## config.mk

```make
export PLATFORM = sky130hd
export DESIGN_NAME = ndt_stride_seq_flat
export DESIGN_NICKNAME = d
export VERILOG_FILES = /design/src/design/ndt_pkg.sv /design/src/design/ndt_cfg_if.sv /design/src/design/ndt_stride_seq.sv /design/src/flat_wrapper.sv
export SDC_FILE = /design/constraint.sdc
export NUM_CORES = 2
export LEC_CHECK = 0
export BUFFER_PORTS_ARGS = -buffer_cell sky130_fd_sc_hd__clkbuf_2
export CAP_MARGIN = 15
export CORE_UTILIZATION = 53
export DETAILED_ROUTE_END_ITERATION = 7
export PLACE_DENSITY = 0.75
export SETUP_SLACK_MARGIN = 0.3
export SYNTH_ARGS = -nofsm -noshare
export SYNTH_HDL_FRONTEND = slang
export SYNTH_SLANG_ARGS = --single-unit
```

## constraint.sdc

```tcl
create_clock -name clk -period 9.7 [get_ports clk]
set_input_delay 0.97 -clock clk [delete_from_list [all_inputs] [get_ports clk]]
set_output_delay 0.97 -clock clk [all_outputs]
set_load 0.01 [all_outputs]
```

## src/design/ndt_pkg.sv

```systemverilog
// ----------------------------------------------------------------------------
// ndt_pkg: shared types and constants of the transpose index generator
// Field widths, register indexes, reset values and the beat control word
// that travels down the cell chain.
// ----------------------------------------------------------------------------
package ndt_pkg;

  // Fixed field widths.
  localparam int IN_W         = 32;
  localparam int OUT_W        = 32;
  localparam int CFG_IDX_W    = 3;
  localparam int CFG_DATA_W   = 32;
  localparam int RANK_W       = 4;
  localparam int DIM_W        = 16;
  localparam int AXIS_W       = 3;
  localparam int AXIS_ORDER_W = 24;
  localparam int NUM_PAIRS    = 4;

  // Quotient bits per output axis; a coordinate never exceeds a dimension size.
  localparam int DIGITS = DIM_W;

  // Configuration register indexes.
  typedef enum logic [CFG_IDX_W-1:0] {
    REG_RANK   = 3'd0,
    REG_DIMS_A = 3'd1,
    REG_DIMS_B = 3'd2,
    REG_DIMS_C = 3'd3,
    REG_DIMS_D = 3'd4,
    REG_AXIS   = 3'd5
  } cfg_reg_t;

  // Register reset values: rank one, unit sizes, identity permutation.
  localparam logic [RANK_W-1:0]       RANK_RST = 4'd1;
  localparam logic [CFG_DATA_W-1:0]   DIMS_RST = 32'h0001_0001;
  localparam logic [AXIS_ORDER_W-1:0] AXIS_RST = 24'hFA_C688;

  // Control word carried with each beat through the cell chain.
  typedef struct packed {
    logic valid;
    logic oor;
  } cell_ctl_t;

endpackage

```

## src/design/ndt_cfg_if.sv

```systemverilog
// ----------------------------------------------------------------------------
// ndt_cfg_if: configuration write channel
// Carries a register index and its write data per beat.
// ----------------------------------------------------------------------------
interface ndt_cfg_if;
  import ndt_pkg::*;

  logic                  valid;
  logic                  ready;
  logic [CFG_IDX_W-1:0]  index;
  logic [CFG_DATA_W-1:0] data;

  modport source (output valid, output index, output data, input ready);
  modport sink   (input valid, input index, input data, output ready);
endinterface

```

## src/design/ndt_stride_seq.sv

```systemverilog
// ----------------------------------------------------------------------------
// ndt_stride_seq: configuration registers and stride sweep
// Holds the shape registers and, after reset or any write, walks the axes
// from the innermost outward with one shared multiplier: first the input
// strides (latched per output axis as its coefficient), then the saturating
// output strides and the element count.
// ----------------------------------------------------------------------------
module ndt_stride_seq #(
  parameter int MAX_RANK   = 8,
  parameter int INDEX_BITS = 32
) (
  input  logic                  clk,
  input  logic                  rst_n,
  ndt_cfg_if.sink               cfg,
  output logic                  busy,
  output logic [INDEX_BITS:0]   div_stride [MAX_RANK],
  output logic [INDEX_BITS-1:0] coef       [MAX_RANK],
  output logic [INDEX_BITS:0]   elem_count
);
  import ndt_pkg::*;

  localparam int IB = INDEX_BITS;
  localparam int CW = (MAX_RANK > 1) ? $clog2(MAX_RANK) : 1;
  localparam logic [CW-1:0]     CNT_LAST   = CW'(MAX_RANK - 1);
  localparam logic [IB:0]       ACC_ONE    = (IB+1)'(1);
  localparam logic [IB:0]       CAP        = {1'b1, {IB{1'b0}}};
  localparam logic [IB+DIM_W:0] CAP_EXT    = (IB+DIM_W+1)'(CAP);
  localparam logic [RANK_W-1:0] MAX_RANK_V = RANK_W'(MAX_RANK);
  localparam logic [DIM_W-1:0]  DIM_ONE    = DIM_W'(1);

  typedef enum logic {PH_IN, PH_OUT} phase_t;

  logic                                 cfg_fire;
  logic [RANK_W-1:0]                    rank_r;
  logic [NUM_PAIRS-1:0][CFG_DATA_W-1:0] dims_r;
  logic [AXIS_ORDER_W-1:0]              axis_r;
  logic [NUM_PAIRS*CFG_DATA_W-1:0]      dims_flat;

  phase_t         phase_r;
  logic           busy_r;
  logic [CW-1:0]  cnt_r;
  logic [IB:0]    acc_r;
  logic [IB:0]    acc_nxt;
  logic [IB:0]    div_stride_r [MAX_RANK];
  logic [IB-1:0]  coef_r       [MAX_RANK];
  logic [IB:0]    count_r;

  logic [RANK_W-1:0]  r_eff;
  logic               cnt_live;
  logic               sel_live;
  logic [AXIS_W-1:0]  sel_cnt;
  logic [AXIS_W-1:0]  dim_addr;
  logic [DIM_W-1:0]   dim_val;
  logic [DIM_W-1:0]   factor;
  logic [IB+DIM_W:0]  prod;
  logic [MAX_RANK-1:0] coef_hit;

  assign cfg.ready = 1'b1;
  assign cfg_fire  = cfg.valid & cfg.ready;
  assign dims_flat = dims_r;

  // Configuration registers.
  always_ff @(posedge clk) begin
    if (!rst_n) begin
      rank_r <= RANK_RST;
      dims_r <= {NUM_PAIRS{DIMS_RST}};
      axis_r <= AXIS_RST;
    end else if (cfg_fire) begin
      case (cfg_reg_t'(cfg.index))
        REG_RANK:   rank_r    <= cfg.data[RANK_W-1:0];
        REG_DIMS_A: dims_r[0] <= cfg.data;
        REG_DIMS_B: dims_r[1] <= cfg.data;
        REG_DIMS_C: dims_r[2] <= cfg.data;
        REG_DIMS_D: dims_r[3] <= cfg.data;
        REG_AXIS:   axis_r    <= cfg.data[AXIS_ORDER_W-1:0];
        default: ;
      endcase
    end
  end

  // Effective rank: zero counts as one, large values clip to the chain length.
  always_comb begin
    if (rank_r == '0) begin
      r_eff = RANK_W'(1);
    end else if (rank_r > MAX_RANK_V) begin
      r_eff = MAX_RANK_V;
    end else begin
      r_eff = rank_r;
    end
  end

  // One dimension read and one multiply per sweep cycle.
  always_comb begin
    cnt_live = RANK_W'(cnt_r) < r_eff;
    sel_cnt  = axis_r[AXIS_W*cnt_r +: AXIS_W];
    sel_live = RANK_W'(sel_cnt) < r_eff;
    dim_addr = (phase_r == PH_IN) ? AXIS_W'(cnt_r) : sel_cnt;
    dim_val  = dims_flat[DIM_W*dim_addr +: DIM_W];
    if (phase_r == PH_IN) begin
      factor = cnt_live ? dim_val : DIM_ONE;
    end else begin
      factor = (cnt_live && sel_live) ? dim_val : DIM_ONE;
    end
    prod = acc_r * factor;
    if (phase_r == PH_IN) begin
      acc_nxt = {1'b0, prod[IB-1:0]};
    end else begin
      acc_nxt = (prod > CAP_EXT) ? CAP : prod[IB:0];
    end
  end

  // An output axis takes the input stride of the live axis that it names.
  always_comb begin
    for (int i = 0; i < MAX_RANK; i++) begin
      coef_hit[i] = (AXIS_W'(cnt_r) == axis_r[AXIS_W*i +: AXIS_W]) && cnt_live &&
                    (RANK_W'(i) < r_eff);
    end
  end

  // Sweep sequencer: input strides, then output strides and element count.
  always_ff @(posedge clk) begin
    if (!rst_n || cfg_fire) begin
      busy_r  <= 1'b1;
      phase_r <= PH_IN;
      cnt_r   <= CNT_LAST;
      acc_r   <= ACC_ONE;
      for (int i = 0; i < MAX_RANK; i++) begin
        coef_r[i] <= '0;
      end
    end else if (busy_r) begin
      if (phase_r == PH_IN) begin
        for (int i = 0; i < MAX_RANK; i++) begin
          if (coef_hit[i]) begin
            coef_r[i] <= acc_r[IB-1:0];
          end
        end
        if (cnt_r == '0) begin
          phase_r <= PH_OUT;
          cnt_r   <= CNT_LAST;
          acc_r   <= ACC_ONE;
        end else begin
          cnt_r <= cnt_r - CW'(1);
          acc_r <= acc_nxt;
        end
      end else begin
        acc_r               <= acc_nxt;
        div_stride_r[cnt_r] <= acc_r;
        if (cnt_r == '0) begin
          count_r <= acc_nxt;
          busy_r  <= 1'b0;
        end else begin
          cnt_r <= cnt_r - CW'(1);
        end
      end
    end
  end

  assign busy       = busy_r;
  assign div_stride = div_stride_r;
  assign coef       = coef_r;
  assign elem_count = count_r;

endmodule

```

## src/flat_wrapper.sv

```systemverilog
// flat-port wrapper written by rule: the top's interface ports become plain ports
module ndt_stride_seq_flat import ndt_pkg::*;
#(
  parameter int MAX_RANK   = 8,
  parameter int INDEX_BITS = 32
)
  (clk, rst_n, busy, div_stride, coef, elem_count, cfg_valid, cfg_index, cfg_data, cfg_ready);
  ndt_cfg_if cfg_i ();
  input  logic clk;
  input  logic rst_n;
  output logic busy;
  output logic [INDEX_BITS:0] div_stride[MAX_RANK];
  output logic [INDEX_BITS-1:0] coef[MAX_RANK];
  output logic [INDEX_BITS:0] elem_count;
  input wire logic [$bits(cfg_i.valid)-1:0] cfg_valid;
  input wire logic [$bits(cfg_i.index)-1:0] cfg_index;
  input wire logic [$bits(cfg_i.data)-1:0] cfg_data;
  output wire logic [$bits(cfg_i.ready)-1:0] cfg_ready;
  assign cfg_i.valid = cfg_valid;
  assign cfg_i.index = cfg_index;
  assign cfg_i.data = cfg_data;
  assign cfg_ready = cfg_i.ready;
  ndt_stride_seq #(.MAX_RANK(MAX_RANK), .INDEX_BITS(INDEX_BITS)) u_core (.clk(clk), .rst_n(rst_n), .cfg(cfg_i), .busy(busy), .div_stride(div_stride), .coef(coef), .elem_count(elem_count));
endmodule
```

# ---- Word-level counts from Yosys, hierarchy flattened
# Index checks and enable logic that the tools add are counted.
dict set report word_totals {
  register_bits 747
  inputBits 38
  elab_cells 124
}
dict set report op_classes {
  n_addsub 1
  mul 2
  order_cmp 14
  eq_ne 14
  n_shift 2
  n_mux 21
  n_bitwise 3
  reduce_logical 40
}
# op count
set ops {}
lappend ops {{$bwmux 264} 1}
lappend ops {{$mux 33} 5}
lappend ops {{$shiftx 128x8->16} 1}
lappend ops {{$demux 33 s3} 1}
lappend ops {{$gt 49x33->1 const B} 1}
lappend ops {{$mul 33x16->49} 1}
lappend ops {{$mux 16} 3}
lappend ops {{$reduce_and 3->1} 9}
lappend ops {{$eq 3x3->1} 8}
lappend ops {{$shiftx 24x6->3} 1}
lappend ops {{$logic_and 1x1->1} 18}
lappend ops {{$lt 3x4->1 const A} 4}
lappend ops {{$reduce_and 2->1} 7}
lappend ops {{$mux 3} 4}
lappend ops {{$lt 1x4->1 const A} 2}
lappend ops {{$lt 2x4->1 const A} 2}
lappend ops {{$lt 3x4->1} 2}
lappend ops {{$mux 4} 2}
lappend ops {{$eq 3x2->1 const B} 2}
lappend ops {{$eq 3x3->1 const B} 2}
lappend ops {{$logic_not 3->1} 2}
lappend ops {{$mul 2x3->5 const A} 1}
lappend ops {{$mux 1} 5}
lappend ops {{$ge 4x4->1 const B} 1}
lappend ops {{other kinds (11)} 12}

# ---- Logic depth before layout (Yosys ltp)
dict set report logic_depth {
  ltp_word 13
  mapped_depth 37
}

# ---- Worst setup path after synthesis
# Ideal clock, no wire load.
dict set report synth_timing {
  kind {flip-flop to flip-flop}
  startpoint {reg u_core.cnt_r[0]}
  endpoint {reg u_core.count_r[24] (netlist: u_core.elem_count[24]) (data pin)}
  arrival_time_ns 9.343
  required_time_ns 9.561
  setup_slack_ns 0.217
  stages_incl_launch_ff 36
  path_cell_list {dfxtp_1 -> clkbuf_1 -> clkbuf_1 -> or2_2 -> o21ai_0 -> or3_1 -> ha_1 -> o21ai_0 -> a21oi_1 -> clkbuf_1 -> a21oi_1 -> clkbuf_1 -> and2_1 -> fa_1 -> inv_1 -> fa_1 -> fa_1 -> inv_1 -> fa_1 -> fa_1 -> inv_1 -> fa_1 -> inv_1 -> ha_1 -> clkbuf_1 -> nand2_1 -> o21ai_0 -> a21oi_1 -> o221ai_2 -> xor2_1 -> or4_1 -> or4_4 -> o41ai_4 -> a41oi_4 -> buf_6 -> nor2_1}
}
dict set report synth_via {
  elab_chain_cells 10
  word_cells_on_any_way 14
}
# element line_no
set synth_lines {}
lappend synth_lines {{start: declaration} ndt_stride_seq.sv:41} ;# logic [CW-1:0] cnt_r;
lappend synth_lines {{start signal: assignment} ndt_stride_seq.sv:142} ;# cnt_r <= cnt_r - CW'(1);
lappend synth_lines {{start signal: assignment} ndt_stride_seq.sv:152} ;# cnt_r <= cnt_r - CW'(1);
lappend synth_lines {{$mul 2x3->5} ndt_stride_seq.sv:95} ;# sel_cnt = axis_r[AXIS_W*cnt_r +: AXIS_W];
lappend synth_lines {{$shiftx 24x6->3} ndt_stride_seq.sv:95}
lappend synth_lines {{$mux 3 or $lt 3x4->1 (tied branches)} {ndt_stride_seq.sv:97, ndt_stride_seq.sv:96}}
lappend synth_lines {{$shiftx 128x8->16 or $logic_and 1x1->1 (tied branches)} {ndt_stride_seq.sv:98, ndt_stride_seq.sv:102}}
lappend synth_lines {{$mux 16, on equally long branches} {ndt_stride_seq.sv:100, ndt_stride_seq.sv:102}}
lappend synth_lines {{$mux 16 *} ndt_stride_seq.sv:99} ;# if (phase_r == PH_IN) begin
lappend synth_lines {{$mul 33x16->49 *} ndt_stride_seq.sv:104} ;# prod = acc_r * factor;
lappend synth_lines {{$gt 49x33->1} ndt_stride_seq.sv:108} ;# acc_nxt = (prod > CAP_EXT) ? CAP : prod[IB:0];
lappend synth_lines {{$mux 33} ndt_stride_seq.sv:108}
lappend synth_lines {{$mux 33 *} ndt_stride_seq.sv:105} ;# if (phase_r == PH_IN) begin
lappend synth_lines {{named net u_core.acc_nxt[24]} ndt_stride_seq.sv:43} ;# logic [IB:0] acc_nxt;
lappend synth_lines {{end signal: assignment} ndt_stride_seq.sv:149} ;# count_r <= acc_nxt;
lappend synth_lines {{end: declaration} ndt_stride_seq.sv:46} ;# logic [IB:0] count_r;
# Mark *: on every way through the listed nets, which the timed path passes. The rest lies on a longest branch.
# A chain may end at the register's enable or synchronous reset.

# ---- Worst setup path after layout
dict set report layout_timing {
  startpoint {reg u_core.cnt_r[2]}
  endpoint {reg u_core.count_r[0] (netlist: u_core.elem_count[0]) (data pin)}
}
# The elaborated chain is that of the path after synthesis.

==> results.yml <==
run_status:
  status: "complete, no violations"
setup_path:
  worstPathRequired_ns: 10.16
  critPathLaunchType: "register"
  crit_buf_inv: 9
  r2r_slack_ns: 0.45
  critPathCaptureType: "register"
  cpPeakStageDelay_ns: 0.62
  rr_startpoint: "u_core.cnt_r[2]"
  cp_max_fo: 19
  critical_path.top_delay_family: "adder cells"
  crit_type: "reg2reg"
  crit_path_frequent_cell: "fa_1"
  arrival_ns: 9.71
  cp-startpoint: "u_core.cnt_r[2]"
  r2r-end: "u_core.elem_count[0]"
  ff2ff_path_depth: 34
  crit_slowest_cell: "fa_1"
synthesis:
  ys_async_sr_fraction_pct: 0
  synth_top_area_cell: "dfxtp_1"
  synthTopCellsByArea: "dfxtp_1 20%, edfxtp_1 20%, fa_1 19%, nand2_1 7.3%, mux2i_1 6.0%"
  ys_ff_latch: 747
  synth_edf_count: 297
  synth.net_count: 5193
  yosysWarnings: 0
  syn_area_um2: 45100
  synth_top_area_share_pct: 20.0
  yosys_most_used_dff: "dfxtp_1"
  synth_cell_types: 83
  synthCells: 4596
  yosysSeqAreaShare_pct: 39.8
  syn_avg_cell_area_um2: 9.81
timing:
  report.final.slew_viol_count: 0
  skew_ns: 0.0691
  finalSetupViolations: 0
  hold_viol_final: 0
  fin_crit_sh_pct: 95.3
  worst_pin_slew_ns: 1.15
  maxSlewHeadroom_pct: 23.0
  fin_tns_setup_ns: 0
  max_freq_ghz: 0.108
  period_minus_slack_ns: 9.25
  rsz0062_at_grt: "yes"
grt:
  grt.total_usage_pct: 33.2
  grt_pass1_wl_um: 216000
  grt-ovfl-total: 0
  grt_pass1_vias: 35461
  grt_max_degree: 103
  antenna_found_initial: 5
route:
  route.detailed.drc: 0
  dr.pass1.iters: 5
  drtIter0Drc: 3335
  wl_per_cell_um: 23.0
  vias: 35816
  vias_per_cell: 5.64
  ant_nets: 0
  drt_wl_total_um: 146000
die:
  core_area_um2: 84000
  die_x_um: 294
  dieArea_um2: 86300
  io_pins: 593
  fp.dieH_um: 294
  rows: 106
  initial_utilization_pct: 53.7
final_layout:
  fin_cells: 6349
  synthToLayoutAreaGrowth_pct: 19.1
  drive_above_1_share_pct: 21.6
  fill_cells: 6809
  fin_nets: 5752
clock_tree:
  clock_tree.htree_level_count: 3
  clk_pin_slew_ns: 0.07
  root_buffer: "clkbuf_16"
  postCtsHoldBufs: 0
  cts_tree: "done"
  clock-sinks: 747
  cts_buffers: 78
  clk_latency_ns: 0.68
  max-clock-path-buffers: 3
run:
  cap_violations: 0
power:
  p_per_area_nw_per_um2: 122
  leakagePower_nw: 23.0
  peakVddDrop_uv: 149
min_path:
  hp-class: "reg2reg"
  min_from: "u_core.dims_flat[87]"
  min_path_cells: 2
  holdPathEnd: "u_core.dims_flat[87]"
placement:
  hpwl_um: 102000
  dp.cells: 6157
  gp_congestion: 1.02
  port_buffers: 591
[cells by family (layout without fill, tap and decap cells)]
kind of cell             after synthesis  in the layout  synth area share, %
AND/OR/NAND/NOR                     1659           1659                 16.0
adder cells (fa/ha/maj)              559            559                 22.7
buffers and inverters                845           1463                 7.25
flip-flops                           747            747                 39.8
AO/OA/AOI/OAI                        457            457                 6.98
multiplexers                         276            276                 6.25
XOR/XNOR                              52             52                 1.01
other                                  1              2              0.00832
[stage by stage]
| step | power, mW | setup WS (ns) | cell area [um2] | hold slack (ns) | utilization, % |
|---|---|---|---|---|---|
| after global placement | 3.60 | 0.176 | 49800 | 0.450 | 59.3 |
| after detailed placement | 3.60 | 0.000153 | 49800 | 0.457 | 59.3 |
| final | 6.56 | 0.451 | 53700 | 0.466 | 64.0 |
| after CTS | 6.57 | 0.300 | 52600 | 0.465 | 62.7 |
| after global routing | 6.74 | 0.182 | 53700 | 0.482 | 64.0 |
| after floorplan | 3.49 | 0.327 | 45100 | 0.444 | - |
[power breakdown]
group | internal [mW] | switching [mW]
Clock | 1.66 | 1.33
Sequential | 3.26 | 0.0341
Combinational | 0.0949 | 0.175
Total | 5.02 | 1.54
[cells in the final DEF (no fill, tap or decap), types with 21 or more instances in the layout]
| cell type | synthesis | final |
|---|---|---|
| a21boi_0 | 137 | 136 |
| a21oi_1 | 93 | 58 |
| a21oi_2 | 0 | 23 |
| and2_1 | 177 | 176 |
| buf_12 | 0 | 23 |
| buf_4 | 6 | 157 |
| clkbuf_16 | 0 | 88 |
| clkbuf_2 | 10 | 590 |
| dfxtp_1 | 450 | 416 |
| dfxtp_2 | 0 | 32 |
| edfxtp_1 | 297 | 297 |
| fa_1 | 432 | 432 |
| ha_1 | 127 | 105 |
| inv_1 | 533 | 532 |
| mux2i_1 | 269 | 268 |
| nand2_1 | 877 | 870 |
| nand3_1 | 114 | 113 |
| nand4_1 | 22 | 22 |
| nor2_1 | 342 | 310 |
| nor2_2 | 4 | 24 |
| nor2b_1 | 22 | 21 |
| o21ai_0 | 51 | 38 |
| o21ai_1 | 27 | 33 |
| xnor2_1 | 30 | 29 |
[layout make-up]
class	count	area, um2	share of cell area [%]
clock inverters	43	464	0.864
flip-flops and latches	747	18000	33.5
well taps	1134	1420	2.64
clock buffers	96	2110	3.93
inverters	533	2000	3.73
diodes	1	2.50	0.00466
repair buffers	791	4980	9.27
multi-input cells	3004	24700	46.1
[worst max path at each step]
stage / end / slack (ns) / cells past startpoint
6_report: u_core.elem_count[0] / 0.45 / 34
5_1_grt: u_core.elem_count[28] / 0.18 / 36
4_1_cts: u_core.elem_count[28] / 0.30 / 32
3_5_place_dp: u_core.acc_r[14] / 0.0002 / 31
3_3_place_gp: u_core.acc_r[4] / 0.18 / 36
2_1_floorplan: u_core.elem_count[24] / 0.33 / 35
[per-layer routing]
metal	vias to the layer above	wire length (um)	global-route usage [%]
li1	15821	-	-
met1	17694	56700	42.5
met2	1897	68300	55.1
met3	396	14200	7.11
met4	8	6720	13.0
met5	-	49	0
[flip-flops by register name, summed over array words and instances, names as in the netlist]
| signal | flops |
|---|---|
| u_core.acc_r | 33 |
| u_core.div_stride | 264 |
| u_core.phase_r | 1 |
| u_core.dims_flat | 128 |
| u_core.elem_count | 33 |
| u_core.axis_r | 24 |
| u_core.coef | 256 |
| u_core.busy | 1 |
| u_core.rank_r | 4 |
| u_core.cnt_r | 3 |
[worst register-to-register path: cells and delay by family (launching register included)]
family | cells | cell delay (ns)
flops | 1 | 0.38
compound gates | 10 | 2.11
simple gates | 6 | 1.01
buf+inv | 9 | 1.28
fa+ha+maj | 8 | 3.71
mux | 1 | 0.55
[synth_stat cells (12+ instances only)]
master,number
o21ai_1,27
nand4_1,22
o21ai_0,51
clkbuf_1,275
nand2_1,877
a22oi_1,20
fa_1,432
mux2i_1,269
nor3_1,20
a21oi_1,93
nor2_1,342
xnor2_1,30
a21boi_0,137
and2_1,177
nand3b_1,17
and3_1,12
a21o_1,17
o21a_1,13
edfxtp_1,297
ha_1,127
xor2_1,22
nand3_1,114
nor2b_1,22
inv_1,533
dfxtp_1,450
[repair_timing]
| action | 4_1_cts | 5_1_grt |
|---|---|---|
| cloned | 1 | 9 |
| setup endpoints to repair | 64 | 66 |
| pin swaps | 1 | 18 |
| gates resized for setup | 17 | 151 |
| buffers inserted | 11 | 30 |
Note: power is estimated with default switching activity, not from simulation.
