===== src/design/ndt_pkg.sv =====
// ----------------------------------------------------------------------------
// ndt_pkg: shared types and constants of the transpose index generator
// Field widths, register indexes, reset values and the beat control word
// that travels down the cell chain.
// ----------------------------------------------------------------------------
package ndt_pkg;

  // Fixed field widths.
  localparam int IN_W         = 32;
  localparam int OUT_W        = 32;
  localparam int CFG_IDX_W    = 3;
  localparam int CFG_DATA_W   = 32;
  localparam int RANK_W       = 4;
  localparam int DIM_W        = 16;
  localparam int AXIS_W       = 3;
  localparam int AXIS_ORDER_W = 24;
  localparam int NUM_PAIRS    = 4;

  // Quotient bits per output axis; a coordinate never exceeds a dimension size.
  localparam int DIGITS = DIM_W;

  // Configuration register indexes.
  typedef enum logic [CFG_IDX_W-1:0] {
    REG_RANK   = 3'd0,
    REG_DIMS_A = 3'd1,
    REG_DIMS_B = 3'd2,
    REG_DIMS_C = 3'd3,
    REG_DIMS_D = 3'd4,
    REG_AXIS   = 3'd5
  } cfg_reg_t;

  // Register reset values: rank one, unit sizes, identity permutation.
  localparam logic [RANK_W-1:0]       RANK_RST = 4'd1;
  localparam logic [CFG_DATA_W-1:0]   DIMS_RST = 32'h0001_0001;
  localparam logic [AXIS_ORDER_W-1:0] AXIS_RST = 24'hFA_C688;

  // Control word carried with each beat through the cell chain.
  typedef struct packed {
    logic valid;
    logic oor;
  } cell_ctl_t;

endpackage


===== src/design/ndt_cell.sv =====
// ----------------------------------------------------------------------------
// ndt_cell: one restoring-division step of the coordinate chain
// Tests one quotient bit of one output coordinate against the shifted output
// stride, removes it from the remainder and adds the matching multiple of the
// input stride to the running source index.
// ----------------------------------------------------------------------------
module ndt_cell #(
  parameter int INDEX_BITS = 32,
  parameter int SHIFT      = 0
) (
  input  logic                  clk,
  input  logic                  rst_n,
  input  logic                  en,
  input  ndt_pkg::cell_ctl_t    ctl_i,
  input  logic [INDEX_BITS-1:0] rem_i,
  input  logic [INDEX_BITS-1:0] src_i,
  input  logic [INDEX_BITS:0]   stride,
  input  logic [INDEX_BITS-1:0] coef,
  output ndt_pkg::cell_ctl_t    ctl_o,
  output logic [INDEX_BITS-1:0] rem_o,
  output logic [INDEX_BITS-1:0] src_o
);
  import ndt_pkg::*;

  localparam int IB = INDEX_BITS;
  localparam int TW = IB + DIGITS;

  cell_ctl_t      ctl_r;
  logic [IB-1:0]  rem_r;
  logic [IB-1:0]  src_r;
  logic [TW-1:0]  trial;
  logic           take;
  logic [IB-1:0]  rem_nxt;
  logic [IB-1:0]  src_nxt;

  // Compare the remainder with the stride weighted by this quotient bit.
  always_comb begin
    trial   = TW'(stride) << SHIFT;
    take    = TW'(rem_i) >= trial;
    rem_nxt = take ? (rem_i - trial[IB-1:0]) : rem_i;
    src_nxt = take ? (src_i + (coef << SHIFT)) : src_i;
  end

  // Stage register; the whole chain holds while the output is stalled.
  always_ff @(posedge clk) begin
    if (!rst_n) begin
      ctl_r <= '0;
    end else if (en) begin
      ctl_r <= ctl_i;
    end
  end

  always_ff @(posedge clk) begin
    if (en) begin
      rem_r <= rem_nxt;
      src_r <= src_nxt;
    end
  end

  assign ctl_o = ctl_r;
  assign rem_o = rem_r;
  assign src_o = src_r;

endmodule


===== config.mk =====
export PLATFORM = sky130hd
export DESIGN_NAME = ndt_cell
export DESIGN_NICKNAME = d
export VERILOG_FILES = /design/src/design/ndt_pkg.sv /design/src/design/ndt_cell.sv
export SDC_FILE = /design/constraint.sdc
export NUM_CORES = 1
export LEC_CHECK = 0
export BUFFER_PORTS_ARGS = -buffer_cell sky130_fd_sc_hd__buf_2
export CORE_MARGIN = 2
export CORE_UTILIZATION = 29
export DETAILED_ROUTE_END_ITERATION = 10
export PLACE_DENSITY = 0.52
export SKIP_CTS_REPAIR_TIMING = 1
export SYNTH_ARGS = -nofsm -noshare
export SYNTH_HDL_FRONTEND = slang
export SYNTH_SLANG_ARGS = --single-unit

===== constraint.sdc =====
create_clock -name clk -period 3.13 [get_ports clk]
set_clock_uncertainty 0.1 [all_clocks]
set_input_delay 0.626 -clock clk [delete_from_list [all_inputs] [get_ports clk]]
set_output_delay 0.626 -clock clk [all_outputs]
set_load 0.02 [all_outputs]

# Yosys cells after proc, flatten, opt, wreduce, memory -nomap -nowiden

Cells that the tools add are included.

Add/subtract/negate cells: 2
$lt $le $gt $ge: 1
Multiplexer cells: 2

Operators by type and width:

| cell                                             | count |
|---|---|
| 32-bit two-way mux                               | 2 |
| 32-bit by 33-bit >= comparator with 1-bit output | 1 |
| 32-bit adder                                     | 1 |
| 32-bit subtractor                                | 1 |

Bits in registers: 66
Bits of input ports: 134
Word-level logic and storage cells: 9

# Longest topological paths before layout

Gate-level depths: netlist (run 1).

Depth in word-level cells: 2
Mapped depth: 15

# Worst setup path after synthesis (run 1)

No wires, ideal clock.

Path type: input to register
Start: input port stride[4]
End: register src_r[23], in the netlist src_o[23], data pin
Setup time: 0.260 ns
Data arrival time: 3.066 ns
Data required time: 2.770 ns
Slack: -0.296 ns
Stages: 12
Cell sequence: inv_1 ha_1 a21o_1 a211o_1 o211ai_2 o21bai_1 a2111oi_2 a31o_2 a21oi_1 o21bai_4 buf_4 mux2_2

Cells in the longest elaborated chain, start to end: 2

RTL lines:

| element                                          | line           | RTL |
|---|---|---|
| from (decl)                                      | ndt_cell.sv:17 | `input logic [INDEX_BITS:0] stride,` |
| 32-bit by 33-bit >= comparator with 1-bit output | ndt_cell.sv:39 | `take = TW'(rem_i) >= trial;` |
| 32-bit two-way mux                               | ndt_cell.sv:41 | `src_nxt = take ? (src_i + (coef << SHIFT)) : src_i;` |
| named net src_nxt[23]                            | ndt_cell.sv:34 | `logic [IB-1:0] src_nxt;` |
| to (signal assigned)                             | ndt_cell.sv:56 | `src_r <= src_nxt;` |
| to (decl)                                        | ndt_cell.sv:30 | `logic [IB-1:0] src_r;` |

The timed path passes the listed nets, and every way through them passes these cells.
A chain may end at the register's enable or synchronous reset.

# Worst setup path in the final report (run 1)

Start: input port src_i[4]
End: register src_r[31], in the netlist src_o[31], data pin

Cells in the longest elaborated chain, start to end: 2

RTL lines:

| element               | line           | RTL |
|---|---|---|
| from (decl)           | ndt_cell.sv:16 | `input logic [INDEX_BITS-1:0] src_i,` |
| 32-bit adder          | ndt_cell.sv:41 |  |
| 32-bit two-way mux    | ndt_cell.sv:41 |  |
| named net src_nxt[31] | ndt_cell.sv:34 |  |

The timed path passes the listed nets, and every way through them passes these cells.

==> run_results.csv, run 1 <==
group,metric,value,unit
sta,tightestPinTransition,0.571,ns
floorplan,die_h,147,um
yosys,synth_edf_count,64,
pwr,power_leakage,0.00443,uW
yosys,synth_largest_area_cell,"edfxtp_1",
critical_path,startpoint,"src_i[4]",
floorplan,start_util,29.3,%
sta,fmax,309,MHz
clock_network,cts_tree,"done",
job,max-cap-violations,0,
routing,vias,6078,
critical_path,rr_worst_depth,2,
yosys,syn_area_per_cell,8.66,um^2
routing,drtIter0Drc,193,
placed_design,dpl_cell_area,0.00821,mm^2
global_routing,grt_pass1_wl,27600,um
pwr,powerDensity,391,mW/mm^2
run_status,violations,"negative setup slack",
clock_network,clock-sinks,66,
pwr,total_power,3620,uW
sta,setup_tns,-0.374,ns
global_routing,met2_usage,25.2,%
pwr,ir_drop,0.000255,V
yosys,postSynth.asyncResetShare,0,%
critical_path,endpoint_kind,"register",
sta,min_period,3.23,ns
floorplan,rows,52,
yosys,syn_inst,681,
critical_path,required,3.11,ns
clock_network,cts_buffers,9,
routing,first_pass_iters,5,
global_routing,top_usage_layer,"met2",
run_status,status,"finished with violations",
routing,ant_nets,0,
clock_network,h-tree-depth,3,
routing,wl_per_cell,14.4,um
yosys,ys_seq_elements,66,
global_routing,grt_pass1_vias,5573,
sta,hold_viol_final,0,
yosys,yosysMostFrequentCell,"nand2_1",
layout,fin_nets,1218,
layout,area_growth,57.0,%
hold_path,hold_class,"in2reg",
routing,wirelength,18600,um
routing,drc,0,
clock_network,root_buffer,"clkbuf_16",
hold_path,hold_start,"rst_n",
floorplan,die_w,147,um
yosys,ys.flop_type,"edfxtp_1",
sta,rsz0062_at_grt,"true",
global_routing,overflow,0,
floorplan,die-area,0.0215,mm^2
clock_network,clockBufferDepth,2,
placed_design,dp_hpwl,14200,um
placed_design,io_buffers,199,
critical_path,crit_type,"in2reg",
sta,timing.hold.ws,0.412,ns
yosys,synth_cell_type_count,53,
yosys,yosysWarnings,0,
hold_path,holdPathStages,2,
placed_design,routabilityCongestion,0.853,
critical_path,cp-start-kind,"input pin",
clock_network,clk_pin_slew,0.06,ns
global_routing,track_usage,16.0,%
floorplan,core,0.0201,mm^2
sta,timing.final.crit_share,103,%
sta,setup_violations,16,
yosys,synth_area_leaders,"edfxtp_1, ha_1, o21ai_0, nand2_1, a21oi_1",
critical_path,r2r_start,"ctl_o[0]",
layout,final_cell_area,0.00926,mm^2
layout,drive_above_1_share,45.2,%
global_routing,grtUsageMet3,3.28,%
sta,max-slew-margin-rel,61.5,%
global_routing,met1_usage,21.9,%
routing,drt-vias-per-instance,4.70,
yosys,syn-num-nets,880,
yosys,synthesis.area,0.00590,mm^2
sta,maxSlewViolCount,0,
yosys,yosys-top-cells-count,"nand2_1, o21ai_0, edfxtp_1",
floorplan,num_io_pins,200,
critical_path,critPathMaxFanout,4,
yosys,synth.top_cell.area_share,32.6,%
yosys,ys_seq_area_share,33.3,%
sta,finalWorstSetupSlack,-0.101,ns
critical_path,arrival,3.21,ns
global_routing,grt_max_degree,39,
global_routing,antenna_found_initial,3,
layout,finalCoreUtilization,46.1,%
clock_network,clk_latency,0.33,ns
[where the power goes]
part	leakage, uW	internal (uW)	total (uW)	switching (uW)
Clock	0.000118	514	893	379
Combinational	0.00367	762	1600	842
Sequential	0.000641	1100	1120	23.3
[cell type report]
class | count | area, um^2
antenna | 3 | 7.51
clock buffer | 10 | 229
clock inverter | 2 | 8.76
fill | 2001 | 10800
inverter | 58 | 223
multi-input combinational | 538 | 4110
sequential | 66 | 1960
tap | 270 | 338
timing repair buffer | 346 | 2380
[registers in the layout, indices dropped and copies added, names as in the netlist]
signal / flops
rem_o: 32
src_o: 32
ctl_o: 2
[worst paths after layout]
check | end | slack (ns)
worst max register to register | ctl_o[0] | 2.43
worst min register to register | ctl_o[1] | 0.42
worst max-delay path | src_o[31] | -0.10
worst min-delay path | ctl_o[1] | 0.41
[critical path: stages]
cell	delay, ns
buf_2	0.12
ha_4	0.27
nand3_1	0.09
o211ai_2	0.26
a31oi_4	0.15
o311a_1	0.40
o21ai_2	0.18
a311oi_2	0.14
o21a_4	0.26
or4_4	0.41
a31oi_2	0.20
xor2_1	0.09
[cells by family (layout without fill, tap and decap cells)]
kind of cell,Yosys count,count (layout),synth area share [%]
mux,7,7,1.29
other cells,0,3,0
simple gates,180,180,13.7
xor+xnor,54,54,8.02
fa+ha+maj,65,65,14.0
buf+inv,77,416,5.54
compound gates,232,232,24.1
flops,66,66,33.3
[through the flow]
| step | worst slack (ns) | instances |
|---|---|---|
| finish | -0.101 | 1293 |
| global route | -0.193 | 1292 |
| CTS | -0.167 | 1273 |
| detailed placement | -0.520 | 1261 |
| global placement | -0.501 | 1261 |
| floorplan | -0.147 | 681 |
[layer usage]
metal | part of all wire [%] | vias up | wire length (um)
li1 | - | 3145 | -
met1 | 47 | 2771 | 8760
met2 | 46 | 148 | 8520
met3 | 5.4 | 14 | 1000
met4 | 1.5 | 0 | 283
met5 | 0 | - | 0
[layout by cell type (no fill, tap or decap), types with 4 or more instances in the layout]
cell / count
a21o_1: 24
a21oi_1: 55
a31oi_1: 8
and3_1: 4
buf_12: 4
buf_2: 194
buf_4: 124
buf_6: 9
buf_8: 8
clkbuf_16: 15
edfxtp_1: 64
ha_1: 54
ha_4: 8
inv_1: 54
nand2_1: 86
nand2_2: 7
nand2b_1: 7
nand3_1: 13
nand4_1: 10
nor2_1: 22
nor2b_1: 6
nor3_1: 9
o21ai_0: 25
o21ai_1: 19
o21ai_2: 45
o21bai_1: 11
xnor2_1: 24
xor2_1: 29
(Power assumes the default switching activity.)
==> inputs of run 2 (changes only) <==
--- a/config.mk
+++ b/config.mk
@@ -9,6 +9,7 @@
 export CORE_MARGIN = 2
 export CORE_UTILIZATION = 29
 export DETAILED_ROUTE_END_ITERATION = 10
+export MAX_ROUTING_LAYER = met4
 export PLACE_DENSITY = 0.52
 export SKIP_CTS_REPAIR_TIMING = 1
 export SYNTH_ARGS = -nofsm -noshare
==> run 2 against run 1 <==
Effect of this change:
- the flow still finishes with violations (negative setup slack)
- cell area unchanged
- worst setup slack got worse by 0.0051 ns
- maximum frequency decreased by 0.16%
- critical path depth unchanged
- core utilization unchanged
- sequential power about the same
- critical path type unchanged
- first-iteration DRC count increased by 2.1%
- largest power group unchanged
- sequential share of layout area unchanged
- combinational power about the same
- critical endpoint unchanged
- clock-buffer cell count unchanged
==> run_results.csv, run 2 (synthesis gave the netlist of run 1 again) <==
group,metric,value,unit
run_status,status,"finished with violations",
run_status,violations,"negative setup slack",
global_routing,grt_max_degree,39,
clock_network,cts_tree,"done",
floorplan,die-area,0.0215,mm^2
sta,tightestPinTransition,0.570,ns
pwr,powerDensity,391,mW/mm^2
clock_network,clock-sinks,66,
critical_path,rr_worst_depth,2,
floorplan,start_util,29.3,%
placed_design,post-place-cells,1261,
critical_path,crit_slowest_cell,"or4_4",
critical_path,crit_buf_inv,1,
critical_path,crit_type,"in2reg",
critical_path,arrival,3.22,ns
layout,layout_common_cells,"buf_2, buf_4, nand2_1",
sta,finalWorstSetupSlack,-0.106,ns
critical_path,endpoint_kind,"register",
critical_path,required,3.11,ns
pwr,ir_drop,0.000254,V
sta,hold_viol_final,0,
routing,wirelength,18600,um
hold_path,holdPathEnd,"ctl_o[1]",
clock_network,clockBufferDepth,2,
layout,finalCoreUtilization,46.1,%
sta,max-slew-margin-rel,61.5,%
hold_path,hold_start,"rst_n",
layout,regArea,0.00196,mm^2
floorplan,num_io_pins,200,
layout,area_growth,57.0,%
floorplan,die_h,147,um
global_routing,overflow,0,
routing,ant_nets,0,
sta,fmax,309,MHz
layout,fill_cells,2002,
job,max-cap-violations,0,
global_routing,grt_pass1_wl,27600,um
floorplan,core,0.0201,mm^2
sta,rsz0062_at_grt,"true",
sta,timing.final.crit_share,103,%
routing,wl_per_cell,14.4,um
clock_network,clk_pin_slew,0.06,ns
hold_path,holdPathStages,2,
routing,vias,6101,
sta,setup_violations,16,
layout,fin_nets,1218,
pwr,total_power,3620,uW
critical_path,crit_chain,"buf_2, ha_4, nand3_1, o211ai_2, a31oi_4, o311a_1, o21ai_2, a311oi_2, o21a_4, or4_4, a31oi_2, xor2_1",
routing,first_pass_iters,4,
sta,min_period,3.24,ns
pwr,power_leakage,0.00443,uW
clock_network,h-tree-depth,3,
placed_design,dp_slack,-0.520,ns
floorplan,die_w,147,um
sta,maxSlewViolCount,0,
critical_path,worst-r2r-setup-slack,2.43,ns
critical_path,critPathMaxFanout,4,
placed_design,routabilityCongestion,0.867,
layout,instances_no_fill,1293,
clock_network,root_buffer,"clkbuf_16",
global_routing,track_usage,16.4,%
critical_path,cp_top_family,"compound AO/OA/AOI/OAI gates",
placed_design,dp_hpwl,14200,um
floorplan,rows,52,
global_routing,grt_pass1_vias,5576,
clock_network,clk_latency,0.33,ns
placed_design,io_buffers,199,
clock_network,cts_buffers,9,
critical_path,cp-start-kind,"input pin",
global_routing,antenna_found_initial,3,
layout,multi_input_area,0.00411,mm^2
layout,final_common_cell,"buf_2",
layout,drive_above_1_share,45.2,%
critical_path,r2r_end,"ctl_o[0]",
routing,drc,0,
hold_path,hold_class,"in2reg",
routing,drtIter0Drc,197,
critical_path,critPathMaxStageDelay,0.41,ns
routing,drt-vias-per-instance,4.72,
critical_path,r2r_start,"ctl_o[0]",
run 2: how the worst max path moves through the flow:
stage              from   endpoint  slack (ns)  cells after the start
2_1_floorplan  rem_i[4]  rem_o[29]       -0.15                     11
3_3_place_gp   src_i[2]  src_o[31]       -0.50                     13
3_5_place_dp   src_i[2]  src_o[31]       -0.52                     13
4_1_cts        src_i[2]  src_o[31]       -0.17                     13
5_1_grt        src_i[7]  src_o[31]       -0.19                     12
6_report       src_i[4]  src_o[31]       -0.11                     12
run 2: final cells by class:
| type | instances | area share (%) |
|---|---|---|
| Timing Repair Buffer | 346 | 25.7 |
| Sequential cell | 66 | 21.2 |
| Antenna cell | 3 | 0.0811 |
| Multi-Input combinational cell | 538 | 44.4 |
| Tap cell | 270 | 3.65 |
| Clock buffer | 10 | 2.47 |
| Inverter | 58 | 2.41 |
| Clock inverter | 2 | 0.0946 |
run 2: metal layers:
layer | share of wire [%] | vias up | GRT usage, % | wire length [um]
li1 | - | 3146 | - | -
met1 | 47 | 2786 | 22.1 | 8810
met2 | 46 | 153 | 25.2 | 8530
met3 | 5.0 | 16 | 2.88 | 930
met4 | 1.6 | 0 | 5.15 | 298
met5 | 0 | - | - | 0
run 2: power by group:
part	leakage [uW]	switching (uW)	internal, uW
logic	0.00367	842	762
registers	0.000641	23.4	1100
clock network	0.000118	378	514
total	0.00443	1240	2370
run 2: stage by stage:
step                hold WS, ns  cell area (um^2)  setup TNS [ns]
floorplan                 0.489              5970           -1.78
global placement          0.396              8210          -25.84
detailed placement        0.414              8210          -25.56
CTS                       0.401              8450           -3.19
global route              0.409              9260           -5.68
finish                    0.414              9260          -0.373
==> inputs of run 3 (changes only) <==
--- a/config.mk
+++ b/config.mk
@@ -5,12 +5,12 @@
 export SDC_FILE = /design/constraint.sdc
 export NUM_CORES = 1
 export LEC_CHECK = 0
-export BUFFER_PORTS_ARGS = -buffer_cell sky130_fd_sc_hd__buf_2
 export CORE_MARGIN = 2
 export CORE_UTILIZATION = 29
 export DETAILED_ROUTE_END_ITERATION = 10
+export DONT_BUFFER_PORTS = 1
 export MAX_ROUTING_LAYER = met4
-export PLACE_DENSITY = 0.52
+export PLACE_DENSITY = 0.43
 export SKIP_CTS_REPAIR_TIMING = 1
 export SYNTH_ARGS = -nofsm -noshare
 export SYNTH_HDL_FRONTEND = slang
==> run 3 against run 2 <==
Effect of this change:
- the run now ends clean
- core utilization decreased by 8.2 points
- maximum frequency is 5.6% higher
- sequential power increased by 14%
- combinational power decreased by 33%
- largest cell class unchanged
- largest power group is now sequential cells
==> run_results.csv, run 3 (synthesis gave the netlist of run 1 again) <==
group,metric,value,unit
layout,final_cell_area,0.00760,mm^2
pwr,p_sw,1100,uW
critical_path,endpoint_kind,"register",
clock_network,clk_latency,0.33,ns
critical_path,cp-start-kind,"input pin",
pwr,power_leakage,0.00335,uW
routing,met3WireLength,1010,um
routing,dr_wl_met2,7820,um
critical_path,critPathMaxStageDelay,0.40,ns
pwr,pwr-share-clk,28.0,%
floorplan,core,0.0201,mm^2
global_routing,track_usage,16.2,%
pwr,total_power,3280,uW
clock_network,cts_buffers,9,
critical_path,required,3.11,ns
sta,fmax,326,MHz
placed_design,routabilityCongestion,0.832,
run_status,status,"completed",
pwr,ir_drop,0.000225,V
routing,wirelength,17300,um
sta,rsz0062_at_grt,"true",
job,max-cap-violations,0,
pwr,combPwrFrac,33.1,%
critical_path,arrival,3.04,ns
clock_network,h-tree-depth,3,
sta,maxSlewViolCount,0,
pwr,p_seq_share,39.0,%
critical_path,cp_top_family,"compound AO/OA/AOI/OAI gates",
critical_path,crit_slowest_cell,"or4_1",
clock_network,cts_tree,"done",
sta,setup_violations,0,
routing,drt-vias-per-instance,4.92,
routing,first_pass_iters,4,
clock_network,clk_pin_slew,0.06,ns
global_routing,grt_pass1_vias,5374,
layout,final_common_cell,"buf_4",
critical_path,crit_buf_inv,0,
placed_design,dp_hpwl,13600,um
sta,timing.final.crit_share,97.9,%
floorplan,num_io_pins,200,
sta,min_period,3.07,ns
routing,wl_met1,8160,um
global_routing,antenna_found_initial,0,
routing,drc,0,
global_routing,grt_pass1_wl,27200,um
routing,wl_per_cell,16.2,um
sta,tightestPinTransition,0.603,ns
clock_network,root_buffer,"clkbuf_16",
layout,area_growth,29.0,%
routing,vias,5237,
placed_design,dpl_cell_area,0.00707,mm^2
floorplan,die_h,147,um
floorplan,die_w,147,um
routing,ant_nets,0,
pwr,powerDensity,431,mW/mm^2
clock_network,clock-sinks,66,
pwr,p_sw_share,33.5,%
layout,fin_nets,988,
global_routing,overflow,0,
floorplan,start_util,29.3,%
clock_network,clockBufferDepth,2,
floorplan,die-area,0.0215,mm^2
sta,max-slew-margin-rel,59.2,%
critical_path,crit_chain,"ha_4, nand3_4, o211ai_4, a31oi_4, o311a_1, o21ai_2, a311oi_2, o21a_4, or4_1, a31oi_1, xor2_1",
layout,layout_common_cells,"buf_4, nand2_1, o21ai_0",
sta,hold_viol_final,0,
routing,highest_layer,"met4",
floorplan,rows,52,
layout,finalCoreUtilization,37.8,%
routing,drtIter0Drc,165,
critical_path,critPathMaxFanout,4,
critical_path,crit_type,"in2reg",
layout,drive_above_1_share,21.9,%
placed_design,io_buffers,0,
pwr,power.internal,2180,uW
global_routing,grt_max_degree,67,
hold_path,hold_class,"in2reg",
layout,num_antenna_cells,0,
==> run 3: final cells by class <==
cell class                 instances  area [um^2]
tap                              270          338
multi-input combinational        538         3850
sequential                        66         1960
clock buffer                      12          236
inverter                          58          220
timing repair buffer             116          976
clock inverter                     4         18.8
fill                            2044        12500
==> run 3: power groups by stage <==
stage	Clock, uW	Sequential (uW)	Combinational (uW)
2_1_floorplan	0	1270	674
3_3_place_gp	0	1300	1010
3_5_place_dp	0	1300	1020
4_1_cts	962	1280	1020
5_1_grt	997	1290	1220
6_report	917	1280	1080
==> run 3: layer usage <==
| metal | track usage, % | vias up |
|---|---|---|
| li1 | - | 2683 |
| met1 | 20.6 | 2393 |
| met2 | 25.5 | 141 |
| met3 | 4.19 | 20 |
| met4 | 4.71 | 0 |
| met5 | - | - |
==> run 3: per-stage QoR <==
stage	TNS (ns)	cells	hold slack [ns]	setup slack [ns]
global placement	-13.75	1043	0.513	-0.320
global route	-0.0585	1064	0.290	-0.0123
finish	0	1064	0.305	0.0644
CTS	-0.0326	1059	0.286	-0.0237
floorplan	-1.78	681	0.489	-0.147
detailed placement	-18.14	1043	0.521	-0.381
==> run 3: worst paths after layout <==
kind	from	endpoint	slack, ns	depth (start not counted)
min	en	rem_o[23]	0.30	0
min reg2reg	ctl_o[1]	ctl_o[1]	0.53	2
max	coef[4]	src_o[31]	0.06	11
max reg2reg	ctl_o[0]	ctl_o[0]	2.30	2
==> run 3: worst register-to-register path: cells and delay by family, from the launching register on <==
family / cells / cell delay, ns
multiplexers: 1 / 0.11
AND/OR/NAND/NOR: 1 / 0.10
flip-flops: 1 / 0.45
